File: config.mk
export PLATFORM = sky130hd
export DESIGN_NAME = case_folded_substring_hit_finder
export DESIGN_NICKNAME = d
export VERILOG_FILES = /design/src/rtl/chfh_pkg.sv /design/src/rtl/chfh_cell.sv /design/src/rtl/chfh_match.sv /design/src/rtl/case_folded_substring_hit_finder.sv
export SDC_FILE = /design/constraint.sdc
export NUM_CORES = 2
export LEC_CHECK = 0
export BUFFER_PORTS_ARGS = -buffer_cell sky130_fd_sc_hd__buf_2
export CAP_MARGIN = 40
export CELL_PAD_IN_SITES_DETAIL_PLACEMENT = 1
export CELL_PAD_IN_SITES_GLOBAL_PLACEMENT = 2
export CORE_MARGIN = 2
export CORE_UTILIZATION = 35
export DETAILED_ROUTE_END_ITERATION = 16
export PLACE_DENSITY = 0.68
export SLEW_MARGIN = 20
export SYNTH_ARGS = -nofsm -noshare
export SYNTH_HDL_FRONTEND = slang
export SYNTH_SLANG_ARGS = --single-unit
File: constraint.sdc
create_clock -name clk -period 23.9 [get_ports clk]
set_clock_uncertainty 0.1 [all_clocks]
set_input_delay 1.195 -clock clk [delete_from_list [all_inputs] [get_ports clk]]
set_output_delay 1.195 -clock clk [all_outputs]
set_load 0.005 [all_outputs]
File: src/rtl/chfh_pkg.sv
// Shared types, constants and helpers for the case-folded substring hit finder.
`timescale 1ns / 1ps
`default_nettype none

package chfh_pkg;

	// Window and needle geometry
	localparam int NEEDLE_MAX = 16;
	localparam int LEN_W      = $clog2(NEEDLE_MAX + 1);
	localparam int AGE_W      = $clog2(NEEDLE_MAX);

	// Position counters: line saturates one above the column limit
	localparam int POS_W          = 21;
	localparam int FILE_MAX_BYTES = 1 << 20;
	localparam logic [POS_W-1:0] LINE_LIMIT = POS_W'(FILE_MAX_BYTES + 1);
	localparam logic [POS_W-1:0] COL_LIMIT  = POS_W'(FILE_MAX_BYTES);
	localparam logic [POS_W-1:0] POS_ONE    = POS_W'(1);

	localparam logic [7:0] NEWLINE = 8'h0a;

	localparam int CFG_DATA_W  = 64;
	localparam int CFG_INDEX_W = 3;
	localparam int HITS_W      = 16;
	localparam logic [HITS_W-1:0] MAX_HITS_RESET = HITS_W'(1000);

	// Configuration register indexes
	typedef enum logic [CFG_INDEX_W-1:0] {
		REG_NEEDLE_LOW  = 3'd0,
		REG_NEEDLE_HIGH = 3'd1,
		REG_NEEDLE_LEN  = 3'd2,
		REG_MAX_HITS    = 3'd3,
		REG_EVERY_OCC   = 3'd4
	} cfg_reg_t;

	// Contents of one window cell
	typedef struct packed {
		logic             valid;
		logic [7:0]       ch;
		logic [POS_W-1:0] line;
		logic [POS_W-1:0] col;
	} cell_data_t;

	// Per-cell compare results
	typedef struct packed {
		logic eq;
		logic nl;
	} cell_flag_t;

	// Decision for the word in the compare stage
	typedef struct packed {
		logic hit;
		logic trunc;
	} hit_info_t;

	// ASCII upper to lower case
	function automatic logic [7:0] fold(input logic [7:0] b);
		if (b >= 8'h41 && b <= 8'h5a) begin
			return b + 8'h20;
		end
		return b;
	endfunction

endpackage

`default_nettype wire

File: src/rtl/chfh_cell.sv
// One window cell: holds a byte with its line and column and compares it to its needle byte.
`timescale 1ns / 1ps
`default_nettype none

module chfh_cell
	import chfh_pkg::*;
(
	input  wire logic       clk,
	input  wire logic       arst_n,
	input  wire logic       shift,
	input  wire logic       kill,
	input  wire cell_data_t d,
	input  wire logic [7:0] needle_ch,
	output cell_data_t      q,
	output cell_flag_t      flag
);

	logic             valid_q;
	logic [7:0]       ch_q;
	logic [POS_W-1:0] line_q;
	logic [POS_W-1:0] col_q;

	// valid bit; a new file drops everything older than its first byte
	always_ff @(posedge clk or negedge arst_n) begin
		if (!arst_n) begin
			valid_q <= 1'b0;
		end else if (shift) begin
			valid_q <= d.valid & ~kill;
		end
	end

	// payload
	always_ff @(posedge clk) begin
		if (shift) begin
			ch_q   <= d.ch;
			line_q <= d.line;
			col_q  <= d.col;
		end
	end

	assign q       = '{valid: valid_q, ch: ch_q, line: line_q, col: col_q};
	assign flag.eq = (ch_q == needle_ch);
	assign flag.nl = (ch_q == NEWLINE);

endmodule

`default_nettype wire

File: src/rtl/chfh_match.sv
// Match decision, suppression tracking and hit counting for the word in the compare stage.
`timescale 1ns / 1ps
`default_nettype none

module chfh_match
	import chfh_pkg::*;
(
	input  wire logic                  clk,
	input  wire logic                  arst_n,
	input  wire logic                  fire,
	input  wire logic                  start,
	input  wire logic [7:0]            newest,
	input  wire logic [LEN_W-1:0]      len,
	input  wire logic                  every,
	input  wire logic [HITS_W-1:0]     max_hits,
	input  wire cell_flag_t            flags [NEEDLE_MAX],
	input  wire logic [NEEDLE_MAX-1:0] valid_vec,
	output hit_info_t                  info
);

	logic [LEN_W-1:0]  ob_q, ob, ob_n;
	logic              wn_q, wn, wn_n;
	logic [HITS_W-1:0] hits_q, hits_inc;
	logic              stopped_q;
	logic [LEN_W-1:0]  len_m1;
	logic [NEEDLE_MAX-1:0] in_use, eq_ok;
	logic              all_eq, full, match, blocked, hit, trunc;
	logic              found;
	logic [AGE_W-1:0]  nl_age;

	assign len_m1 = len - LEN_W'(1);

	// cells that take part in the compare, oldest used one is age len-1
	always_comb begin
		for (int k = 0; k < NEEDLE_MAX; k++) begin
			in_use[k] = (LEN_W'(k) < len);
			eq_ok[k]  = flags[k].eq | ~in_use[k];
		end
	end

	assign all_eq = &eq_ok;
	assign full   = valid_vec[len_m1[AGE_W-1:0]];
	assign match  = (len != '0) && full && all_eq;

	// first newline from the match start is the oldest used cell holding one
	always_comb begin
		found  = 1'b0;
		nl_age = '0;
		for (int k = 0; k < NEEDLE_MAX; k++) begin
			if (in_use[k] && flags[k].nl) begin
				found  = 1'b1;
				nl_age = AGE_W'(k);
			end
		end
	end

	// suppression as seen by this word; a new file clears it
	assign ob      = start ? '0 : ob_q;
	assign wn      = start ? 1'b0 : wn_q;
	assign blocked = wn || (ob != '0);

	assign hit      = match && !blocked && !stopped_q;
	assign hits_inc = hits_q + HITS_W'(1);
	assign trunc    = (hits_inc >= max_hits);

	// next suppression state; an empty needle leaves no overlap window
	always_comb begin
		ob_n = (ob != '0) ? ob - LEN_W'(1) : '0;
		wn_n = wn;
		if (wn && newest == NEWLINE) begin
			wn_n = 1'b0;
			ob_n = (len != '0) ? len_m1 : '0;
		end
		if (hit) begin
			if (every) begin
				ob_n = len_m1;
			end else if (found) begin
				ob_n = len_m1 - LEN_W'(nl_age);
			end else begin
				ob_n = '0;
				wn_n = 1'b1;
			end
		end
	end

	always_ff @(posedge clk or negedge arst_n) begin
		if (!arst_n) begin
			ob_q      <= '0;
			wn_q      <= 1'b0;
			hits_q    <= '0;
			stopped_q <= 1'b0;
		end else if (fire) begin
			ob_q <= ob_n;
			wn_q <= wn_n;
			if (hit) begin
				hits_q <= hits_inc;
				if (trunc) begin
					stopped_q <= 1'b1;
				end
			end
		end
	end

	assign info.hit   = hit;
	assign info.trunc = trunc;

endmodule

`default_nettype wire

File: src/rtl/case_folded_substring_hit_finder.sv
// Top level of the case-folded substring hit finder: input counters, cell chain, output register.
//
//   channel | handshake             | word
//   --------+-----------------------+----------------------------------------------
//   byte    | byte_valid/byte_ready | data_byte, file_start, file_tag
//   hit     | hit_valid/hit_ready   | hit_file, hit_line, hit_column, truncated
//   cfg     | cfg_we (no wait)      | cfg_index, cfg_data
//
// One byte per cycle sustained while no hit is stalled. A byte shifts into the cell chain
// on acceptance and is compared from the cell registers; a hit enters the output register
// when the compare stage moves on. Reset clears valid bits, counters and suppression;
// no clearing pass. A stalled hit holds the compare stage, which holds the chain; a byte
// is still taken while the compare stage is empty or moving on.
`timescale 1ns / 1ps
`default_nettype none

module case_folded_substring_hit_finder
	import chfh_pkg::*;
(
	input  wire logic                   clk,
	input  wire logic                   arst_n,
	input  wire logic                   byte_valid,
	output logic                        byte_ready,
	input  wire logic [7:0]             data_byte,
	input  wire logic                   file_start,
	input  wire logic [15:0]            file_tag,
	output logic                        hit_valid,
	input  wire logic                   hit_ready,
	output logic [15:0]                 hit_file,
	output logic [POS_W-1:0]            hit_line,
	output logic [POS_W-1:0]            hit_column,
	output logic                        truncated,
	input  wire logic                   cfg_we,
	input  wire logic [CFG_INDEX_W-1:0] cfg_index,
	input  wire logic [CFG_DATA_W-1:0]  cfg_data
);

	// configuration registers
	logic [63:0]       needle_low_q, needle_high_q;
	logic [4:0]        needle_len_q;
	logic [HITS_W-1:0] max_hits_q;
	logic              every_q;

	always_ff @(posedge clk or negedge arst_n) begin
		if (!arst_n) begin
			needle_low_q  <= '0;
			needle_high_q <= '0;
			needle_len_q  <= '0;
			max_hits_q    <= MAX_HITS_RESET;
			every_q       <= 1'b0;
		end else if (cfg_we) begin
			case (cfg_reg_t'(cfg_index))
				REG_NEEDLE_LOW:  needle_low_q  <= cfg_data;
				REG_NEEDLE_HIGH: needle_high_q <= cfg_data;
				REG_NEEDLE_LEN:  needle_len_q  <= cfg_data[4:0];
				REG_MAX_HITS:    max_hits_q    <= cfg_data[HITS_W-1:0];
				REG_EVERY_OCC:   every_q       <= cfg_data[0];
				default: ;
			endcase
		end
	end

	// clamped length and folded needle bytes
	logic [LEN_W-1:0] len, len_m1;
	logic [127:0]     needle_all;
	logic [7:0]       needle_arr [NEEDLE_MAX];
	logic [7:0]       aligned    [NEEDLE_MAX];

	assign len    = (needle_len_q > 5'(NEEDLE_MAX)) ? LEN_W'(NEEDLE_MAX) : LEN_W'(needle_len_q);
	assign len_m1 = len - LEN_W'(1);

	assign needle_all = {needle_high_q, needle_low_q};

	always_comb begin
		for (int i = 0; i < NEEDLE_MAX; i++) begin
			needle_arr[i] = fold(needle_all[8*i +: 8]);
		end
	end

	// cell at age k holds the needle byte at len-1-k
	always_comb begin
		logic [LEN_W-1:0] idx;
		for (int k = 0; k < NEEDLE_MAX; k++) begin
			idx        = len_m1 - LEN_W'(k);
			aligned[k] = needle_arr[idx[AGE_W-1:0]];
		end
	end

	// flow control
	logic v_s1, start_s1, fire, accept;
	logic [15:0] tag_s1;
	hit_info_t   info;

	assign fire       = v_s1 && (!hit_valid || hit_ready);
	assign byte_ready = !v_s1 || fire;
	assign accept     = byte_valid && byte_ready;

	always_ff @(posedge clk or negedge arst_n) begin
		if (!arst_n) begin
			v_s1 <= 1'b0;
		end else if (accept) begin
			v_s1 <= 1'b1;
		end else if (fire) begin
			v_s1 <= 1'b0;
		end
	end

	always_ff @(posedge clk) begin
		if (accept) begin
			start_s1 <= file_start;
			tag_s1   <= file_tag;
		end
	end

	// line and column of the incoming byte
	logic [POS_W-1:0] line_q, col_q, cur_line, cur_col;
	logic [7:0]       in_ch;

	assign in_ch    = fold(data_byte);
	assign cur_line = file_start ? POS_ONE : line_q;
	assign cur_col  = file_start ? POS_ONE : col_q;

	always_ff @(posedge clk or negedge arst_n) begin
		if (!arst_n) begin
			line_q <= POS_ONE;
			col_q  <= POS_ONE;
		end else if (accept) begin
			if (in_ch == NEWLINE) begin
				line_q <= (cur_line < LINE_LIMIT) ? cur_line + POS_ONE : cur_line;
				col_q  <= POS_ONE;
			end else begin
				line_q <= cur_line;
				col_q  <= (cur_col < COL_LIMIT) ? cur_col + POS_ONE : cur_col;
			end
		end
	end

	// cell chain, age 0 is the newest byte
	cell_data_t            cell_in  [NEEDLE_MAX];
	cell_data_t            cell_q   [NEEDLE_MAX];
	cell_flag_t            cell_flg [NEEDLE_MAX];
	logic [NEEDLE_MAX-1:0] valid_vec;

	assign cell_in[0] = '{valid: 1'b1, ch: in_ch, line: cur_line, col: cur_col};

	for (genvar k = 0; k < NEEDLE_MAX; k++) begin : g_cell
		if (k > 0) begin : g_link
			assign cell_in[k] = cell_q[k-1];
		end
		chfh_cell u_cell (
			.clk       (clk),
			.arst_n    (arst_n),
			.shift     (accept),
			.kill      ((k > 0) ? file_start : 1'b0),
			.d         (cell_in[k]),
			.needle_ch (aligned[k]),
			.q         (cell_q[k]),
			.flag      (cell_flg[k])
		);
		assign valid_vec[k] = cell_q[k].valid;
	end

	// compare and suppression
	chfh_match u_match (
		.clk       (clk),
		.arst_n    (arst_n),
		.fire      (fire),
		.start     (start_s1),
		.newest    (cell_q[0].ch),
		.len       (len),
		.every     (every_q),
		.max_hits  (max_hits_q),
		.flags     (cell_flg),
		.valid_vec (valid_vec),
		.info      (info)
	);

	// output register
	always_ff @(posedge clk or negedge arst_n) begin
		if (!arst_n) begin
			hit_valid <= 1'b0;
		end else if (fire && info.hit) begin
			hit_valid <= 1'b1;
		end else if (hit_ready) begin
			hit_valid <= 1'b0;
		end
	end

	always_ff @(posedge clk) begin
		if (fire && info.hit) begin
			hit_file   <= tag_s1;
			hit_line   <= cell_q[len_m1[AGE_W-1:0]].line;
			hit_column <= cell_q[len_m1[AGE_W-1:0]].col;
			truncated  <= info.trunc;
		end
	end

endmodule

`default_nettype wire

Word-level counts from Yosys, hierarchy flattened
Cells that the tools add are included.
Cells by class
  add/subtract/negate cells: 38
  $mul: 0
  divide/modulo/power cells: 0
  order comparisons: 71
  eq/ne operators: 37
  shift operators: 0
  muxes and demuxes: 158
  bitwise operators: 64
  reduce and logical (&&, ||, !) cells: 61
Operators with widths (count)
  2-to-1 mux 8 bit: 66
  binary-select mux 8 bit (select 4 bit): 16
  binary-select mux 51 bit (select 4 bit): 1
  adder 8 x 6 -> 8 bit (second input constant): 17
  equality test 8 x 4 -> 1 bit (second input constant): 17
  greater-or-equal comparator 8 x 7 -> 1 bit (second input constant): 17
  less-or-equal comparator 8 x 7 -> 1 bit (second input constant): 17
  equality test 8 bit: 16
  2-to-1 mux 21 bit: 6
  2-to-1 mux 42 bit: 2
  greater-or-equal comparator 5 bit (second input constant): 16
  NOT 4 -> 5 bit: 16
  2-to-1 mux 1 bit: 44
  adder 21 x 1 -> 21 bit (second input constant): 2
  < comparator 21 bit (second input constant): 2
  logical AND 1 bit: 41
  < comparator 4 x 5 -> 1 bit (first input constant): 8
  2-to-1 mux 5 bit: 8
  2-to-1 mux 4 bit: 8
  subtractor 4 bit (second input constant): 8
  < comparator 3 x 5 -> 1 bit (first input constant): 4
  NOT 1 bit: 17
  adder 16 x 1 -> 16 bit (second input constant): 1
  greater-or-equal comparator 16 bit: 1
  25 further kinds: 78
Storage, ports and cells
  flip-flop bits (word level): 1109
  latch bits: 0
  bits in writable memories: 0
  ROM bits: 0
  input port bits: 97
  output and inout bits: 61
  logic and storage cells: 512
  memories: 0

Longest topological paths before layout
  word-level depth: 23
  mapped depth: 38
  depth with buffers taken out: 22

Hierarchy
From an unflattened synthesis, not the netlist that was laid out.
Unflattened totals
  cell total of the unflattened synthesis: 3664
  area, all modules: 52809.4 sq um
Modules (own cells, without submodules)
  chfh_cell: instances 16, cells an instance 69, area each 1659.1 sq um, seq. area each 1526.5 sq um
  case_folded_substring_hit_finder: instances 1, cells an instance 2217, area each 23408.7 sq um, seq. area each 7146.9 sq um
  chfh_match: instances 1, cells an instance 343, area each 2855.2 sq um, seq. area each 575.6 sq um

Worst setup path after synthesis
OpenSTA, ideal clock, no wires.
  path type: input port to flip-flop
  start point: input port hit_ready
  end point: register col_q[12]
  setup time: 0.149 ns
  arrival: 26.095 ns
  required time: 23.651 ns
  path slack: -2.444 ns
  cell stages on the path: 7
  path buffers: 1
  path through: nand3b_1 -> nand2_1 -> clkinv_1 -> clkbuf_1 -> o21ai_0 -> nand2_1 -> o21ai_0
Between the ends
  word-level cells in the longest chain between the ends: 4
Ends and longest elaborated chain
  start: declaration: line case_folded_substring_hit_finder.sv:28  | input wire logic hit_ready,
  logical OR 1 bit: line case_folded_substring_hit_finder.sv:94  | assign fire = v_s1 && (!hit_valid || hit_ready);
  logical AND 1 bit: line case_folded_substring_hit_finder.sv:94
  logical OR 1 bit: line case_folded_substring_hit_finder.sv:95  | assign byte_ready = !v_s1 || fire;
  logical AND 1 bit: line case_folded_substring_hit_finder.sv:96  | assign accept = byte_valid && byte_ready;
  net accept: line case_folded_substring_hit_finder.sv:90  | logic v_s1, start_s1, fire, accept;
  end signal: assignment: line case_folded_substring_hit_finder.sv:133  | col_q <= (cur_col < COL_LIMIT) ? cur_col + POS_ONE : cur_col;
  end: declaration: line case_folded_substring_hit_finder.sv:116  | logic [POS_W-1:0] line_q, col_q, cur_line, cur_col;
The timed path passes the listed nets, and every way through them passes these cells.
A chain may end at the register's enable or synchronous reset.

Worst setup path after layout
  start point: register needle_len_q[0]
  end point: register hit_line[8], enable pin
Between the ends
  word-level cells in the longest chain between the ends: 15
  elaborated cells on any way between the ends: 155
  those cells by class: add/sub: 16; order compare: 17; eq/ne: 16; mux: 51; bitwise: 48; reduce/logical: 7
Ends and longest elaborated chain
  start: declaration: line case_folded_substring_hit_finder.sv:40  | logic [4:0] needle_len_q;
  start signal: assignment: line case_folded_substring_hit_finder.sv:55  | REG_NEEDLE_LEN: needle_len_q <= cfg_data[4:0];
  greater-than comparator 5 bit: line case_folded_substring_hit_finder.sv:69  | assign len = (needle_len_q > 5'(NEEDLE_MAX)) ? LEN_W'(NEEDLE_MAX) : LEN_W'(needle_len_q);
  2-to-1 mux 5 bit (*): line case_folded_substring_hit_finder.sv:69
  subtractor 5 x 1 -> 5 bit: line chfh_match.sv:31  | assign len_m1 = len - LEN_W'(1);
  subtractor 4 x 1 -> 4 bit (tied with other cells): line case_folded_substring_hit_finder.sv:84  | idx = len_m1 - LEN_W'(k);
  NOT 4 -> 5 bit (implied by the code): line case_folded_substring_hit_finder.sv:85  | aligned[k] = needle_arr[idx[AGE_W-1:0]];
  binary-select mux 8 bit (select 4 bit): line case_folded_substring_hit_finder.sv:85
  2-to-1 mux 8 bit (implied by the code) (2 in series): line case_folded_substring_hit_finder.sv:85
  equality test 8 bit: line chfh_cell.sv:42  | assign flag.eq = (ch_q == needle_ch);
  bitwise OR 1 bit: line chfh_match.sv:37  | eq_ok[k] = flags[k].eq | ~in_use[k];
  AND reduction 16 bit: line chfh_match.sv:41  | assign all_eq = &eq_ok;
  logical AND 1 bit (*): line chfh_match.sv:43  | assign match = (len != '0) && full && all_eq;
  logical AND 1 bit (*) (2 in series): line chfh_match.sv:62  | assign hit = match && !blocked && !stopped_q;
  logical AND 1 bit (*): line case_folded_substring_hit_finder.sv:190  | if (fire && info.hit) begin
  end signal: assignment: line case_folded_substring_hit_finder.sv:192  | hit_line <= cell_q[len_m1[AGE_W-1:0]].line;
  end: declaration: line case_folded_substring_hit_finder.sv:30  | output logic [POS_W-1:0] hit_line,
Every way passes the cells marked *; elsewhere a longest branch is shown, timed or not. The select of a mux whose other input is x is not followed.

==> flow_summary.toml <==
[clocking]
clk_latency_ns = 0.78
cts_buffers = 118
postCtsSetupBuffers = 0
clk_pin_slew_ns = 0.06
clock_sinks = 1109
cts.path.max_buffers = 3
cts_resized = 0
clockRootBuffer = "clkbuf_16"
cts-hold-fix-buffers = 0
htreeDepth = 3
cts_tree = "yes"

[floorplan]
start_util_pct = 35.2
die_w_um = 403
fp-row-count = 146
ioPinCount = 158
dieArea_um2 = 162000
die_y_um = 403
core_um2 = 158000

[final_layout]
layout_common_cells = "edfxtp_1, nand2_1, mux4_2"
design_area_um2 = 63700
num_antenna_cells = 0
final_common_cell = "edfxtp_1"
fillers = 16100
post-route-util_pct = 40.3
area_growth_pct = 14.5
final_nets = 4343
fin_cells = 6368
final_layout_size_suffix_gt1_share_pct = 23.4

[run]
drv_cap = 0

[worst_setup_path]
crit_buf_inv = 8
r2r_end = "hit_line[8]$_DFFE_PP_"
crit_path_end_kind = "flip-flop"
critPathSlowestCell = "buf_4"
rr_worst_depth = 23
cp_top_family = "buffers and inverters"
path_max_fanout = 83
rrSetupSlack_ns = 15.35
worstPathArrival_ns = 8.86
worst_path_largest_cell_delay_ns = 0.72
critPathLaunchType = "flip-flop"
path_cells = "buf_8, nor2b_4, inv_8, ha_1, xnor2_4, buf_4, ha_1, clkinv_1, nand2_1, o22ai_1, o21ai_1, nand2_1, xnor2_1, nor2_1, o2111ai_1, or4_1, a2111o_1, nor4_4, buf_4, nand3_4, clkinv_2, buf_4, buf_16"
crit_top_cell = "buf_4"
path_class = "reg -> reg"
r2r_start = "needle_len_q[0]$_DFFE_PN0P_"
cp.required_ns = 24.21

[sta]
fmax_mhz = 117
worst_pin_slew_ns = 0.939
hold_ws_ns = 0.309
rsz0062_at_grt = "false"
finalCriticalPeriod_ns = 8.55
setup_tns_ns = 0
hold_violations = 0
setup_viol = 0
relSlewSlack_pct = 37.4
period_share_pct = 35.8
drv_slew = 0

[routing]
drc = 0
vias_per_cell = 5.82
vias = 37100
wl_per_cell_um = 29.0
routed_wirelength_um = 185000
drtAntennaViolNets = 0
drt-initial-drc-count = 3463
first_pass_iters = 6

[power_and_ir_drop]
pwr-share-comb_pct = 41.1
powerDensity_nw_per_um2 = 115
p_sw_mw = 2.83
sequentialPowerShare_pct = 33.2
p_int_mw = 4.51
leakage_nw = 23.3
clkPwrFrac_pct = 25.7
switching_share_pct = 38.6
vdd_drop_max_uv = 103

[min_path]
hold_class = "reg -> reg"
min_to = "hit_file[8]$_DFFE_PP_"
min_path_cells = 0
worstHoldStart = "tag_s1[8]$_DFFE_PP_"

[global_route]
top_usage_layer = "met2"
antenna_found_initial = 8
met3_usage_pct = 4.23
grt_pass1_wl_um = 273000
grt_use_met1_pct = 32.4
use_met2_pct = 33.7
grt_use_total_pct = 22.7
grt_pass1_vias = 38100
grt_max_degree = 129
grt_overflow = 0

[logic_synthesis]
synth_top_family_by_area = "multiplexers"
synth-edff-count = 876
yosys_warnings = 0
ys_seq_elements = 1109
synth.mux.area_fraction_pct = 18.2
synth_fp_nets = 4138
yosys.area_share.adder_pct = 1.16
synth-xor-area-share_pct = 3.26
yosysSeqAreaShare_pct = 57.8
synthCells = 3990
synth_top_area_share_pct = 47.3
synthTopCellsByArea = "edfxtp_1, mux4_2, dfrtp_1, mux2i_1, mux2_2"
synth_area_um2 = 55600
synth_top_area_cell = "edfxtp_1"
synthDistinctLibCells = 103
synth_area_per_cell_um2 = 13.9
synthArstFlopShare_pct = 21.0
yosys.area_share.simple_pct = 9.20
ys.flop_type = "edfxtp_1"
synth_compound_area_share_pct = 8.04

[place]
post-place-cells = 6134
port_buffers = 157
place_area_um2 = 59500
gp_congestion = 0.979
hpwl_um = 131000

[outcome]
status = "finished, final reports clean"
-- state kept, by name, indices dropped and copies added, names as in the netlist, 5 cells and up --
| name | flops |
|---|---|
| g_cell.u_cell.valid_q | 16 |
| u_match.ob_q | 5 |
| col_q | 21 |
| g_cell.u_cell.ch_q | 128 |
| needle_len_q | 5 |
| needle_low_q | 64 |
| g_cell.u_cell.col_q | 336 |
| hit_file | 16 |
| u_match.hits_q | 16 |
| max_hits_q | 16 |
| hit_line | 21 |
| g_cell.u_cell.line_q | 336 |
| needle_high_q | 64 |
| tag_s1 | 16 |
| hit_column | 21 |
| line_q | 21 |
-- power groups by stage --
stage	combinational, mW	sequential [mW]	clock [mW]
floorplan	1.97	2.41	0
global placement	2.88	2.47	0
detailed placement	2.95	2.48	0
CTS	2.96	2.44	1.94
global route	3.18	2.46	2.00
finish	3.02	2.44	1.89
-- worst max path at each step --
stage | slack (ns) | start | end | cells after the start
floorplan | 10.46 | hit_ready | col_q[12]$_DFFE_PN0P_ | 7
detailed placement | 14.74 | needle_len_q[0]$_DFFE_PN0P_ | hit_line[8]$_DFFE_PP_ | 19
CTS | 14.69 | needle_len_q[0]$_DFFE_PN0P_ | hit_line[8]$_DFFE_PP_ | 19
finish | 15.35 | needle_len_q[0]$_DFFE_PN0P_ | hit_line[8]$_DFFE_PP_ | 23
global route | 14.95 | needle_len_q[0]$_DFFE_PN0P_ | hit_line[8]$_DFFE_PP_ | 23
global placement | 14.91 | needle_len_q[0]$_DFFE_PN0P_ | hit_line[8]$_DFFE_PP_ | 19
-- cells in the mapped netlist (all sizes together), types with 9 or more instances --
cell / number
buf: 111
nand3: 55
xor2: 106
and2: 14
nand2b: 14
ha: 50
or4: 17
a21o: 18
nand2: 452
o211ai: 57
inv: 57
o221ai: 16
nor4: 40
o31ai: 12
nor2: 122
clkbuf: 120
mux2: 156
nor3: 43
o221a: 11
o2111ai: 11
a211o: 12
o21a: 12
dfrtp: 225
a211oi: 54
o22ai: 38
edfxtp: 876
mux2i: 216
or3: 23
or2: 14
a21oi: 111
and3: 86
a22oi: 9
xnor2: 94
a2111oi: 15
o21ai: 146
mux4: 275
nor4bb: 15
nor2b: 58
a31oi: 65
nand4: 42
-- worst reg2reg max path, delay by kind of cell (launching register included) --
kind	cells	cell delay (ns)
adders and majority gates	2	1.17
AOI/OAI and AO/OA	4	0.88
buffers and inverters	8	2.88
DFF	1	0.45
and+or+nand+nor	7	2.29
xor gates and xnor gates	2	0.37
-- layer usage --
metal	share of wire, %	wire length (µm)
met1	45	82800
met2	44	80800
met3	6.3	11700
met4	5.0	9210
met5	0.043	80
-- cell families (layout without fill, tap and decap cells) --
logic type | count (synthesis) | after routing
flip-flops | 1109 | 1109
XOR/XNOR | 200 | 200
buffers and inverters | 292 | 598
AND/OR/NAND/NOR | 1029 | 1029
multiplexers | 647 | 647
AO/OA/AOI/OAI | 662 | 662
adder cells (fa/ha/maj) | 51 | 51
-- stage by stage --
step	power (mW)	worst slack (ns)
floorplan	4.38	10.46
finish	7.35	15.35
global route	7.64	14.95
global placement	5.35	14.91
CTS	7.33	14.69
detailed placement	5.42	14.74
-- cell type report --
cell class | instances | area [µm²] | area share, %
Multi-Input combinational cell | 2589 | 22300 | 35.0
Clock inverter | 67 | 871 | 1.37
Inverter | 61 | 255 | 0.401
Tap cell | 2072 | 2590 | 4.07
Timing Repair Buffer | 316 | 2390 | 3.75
Sequential cell | 1109 | 32100 | 50.5
Clock buffer | 154 | 3140 | 4.93
No activity file was read; power rests on OpenSTA's default activity.
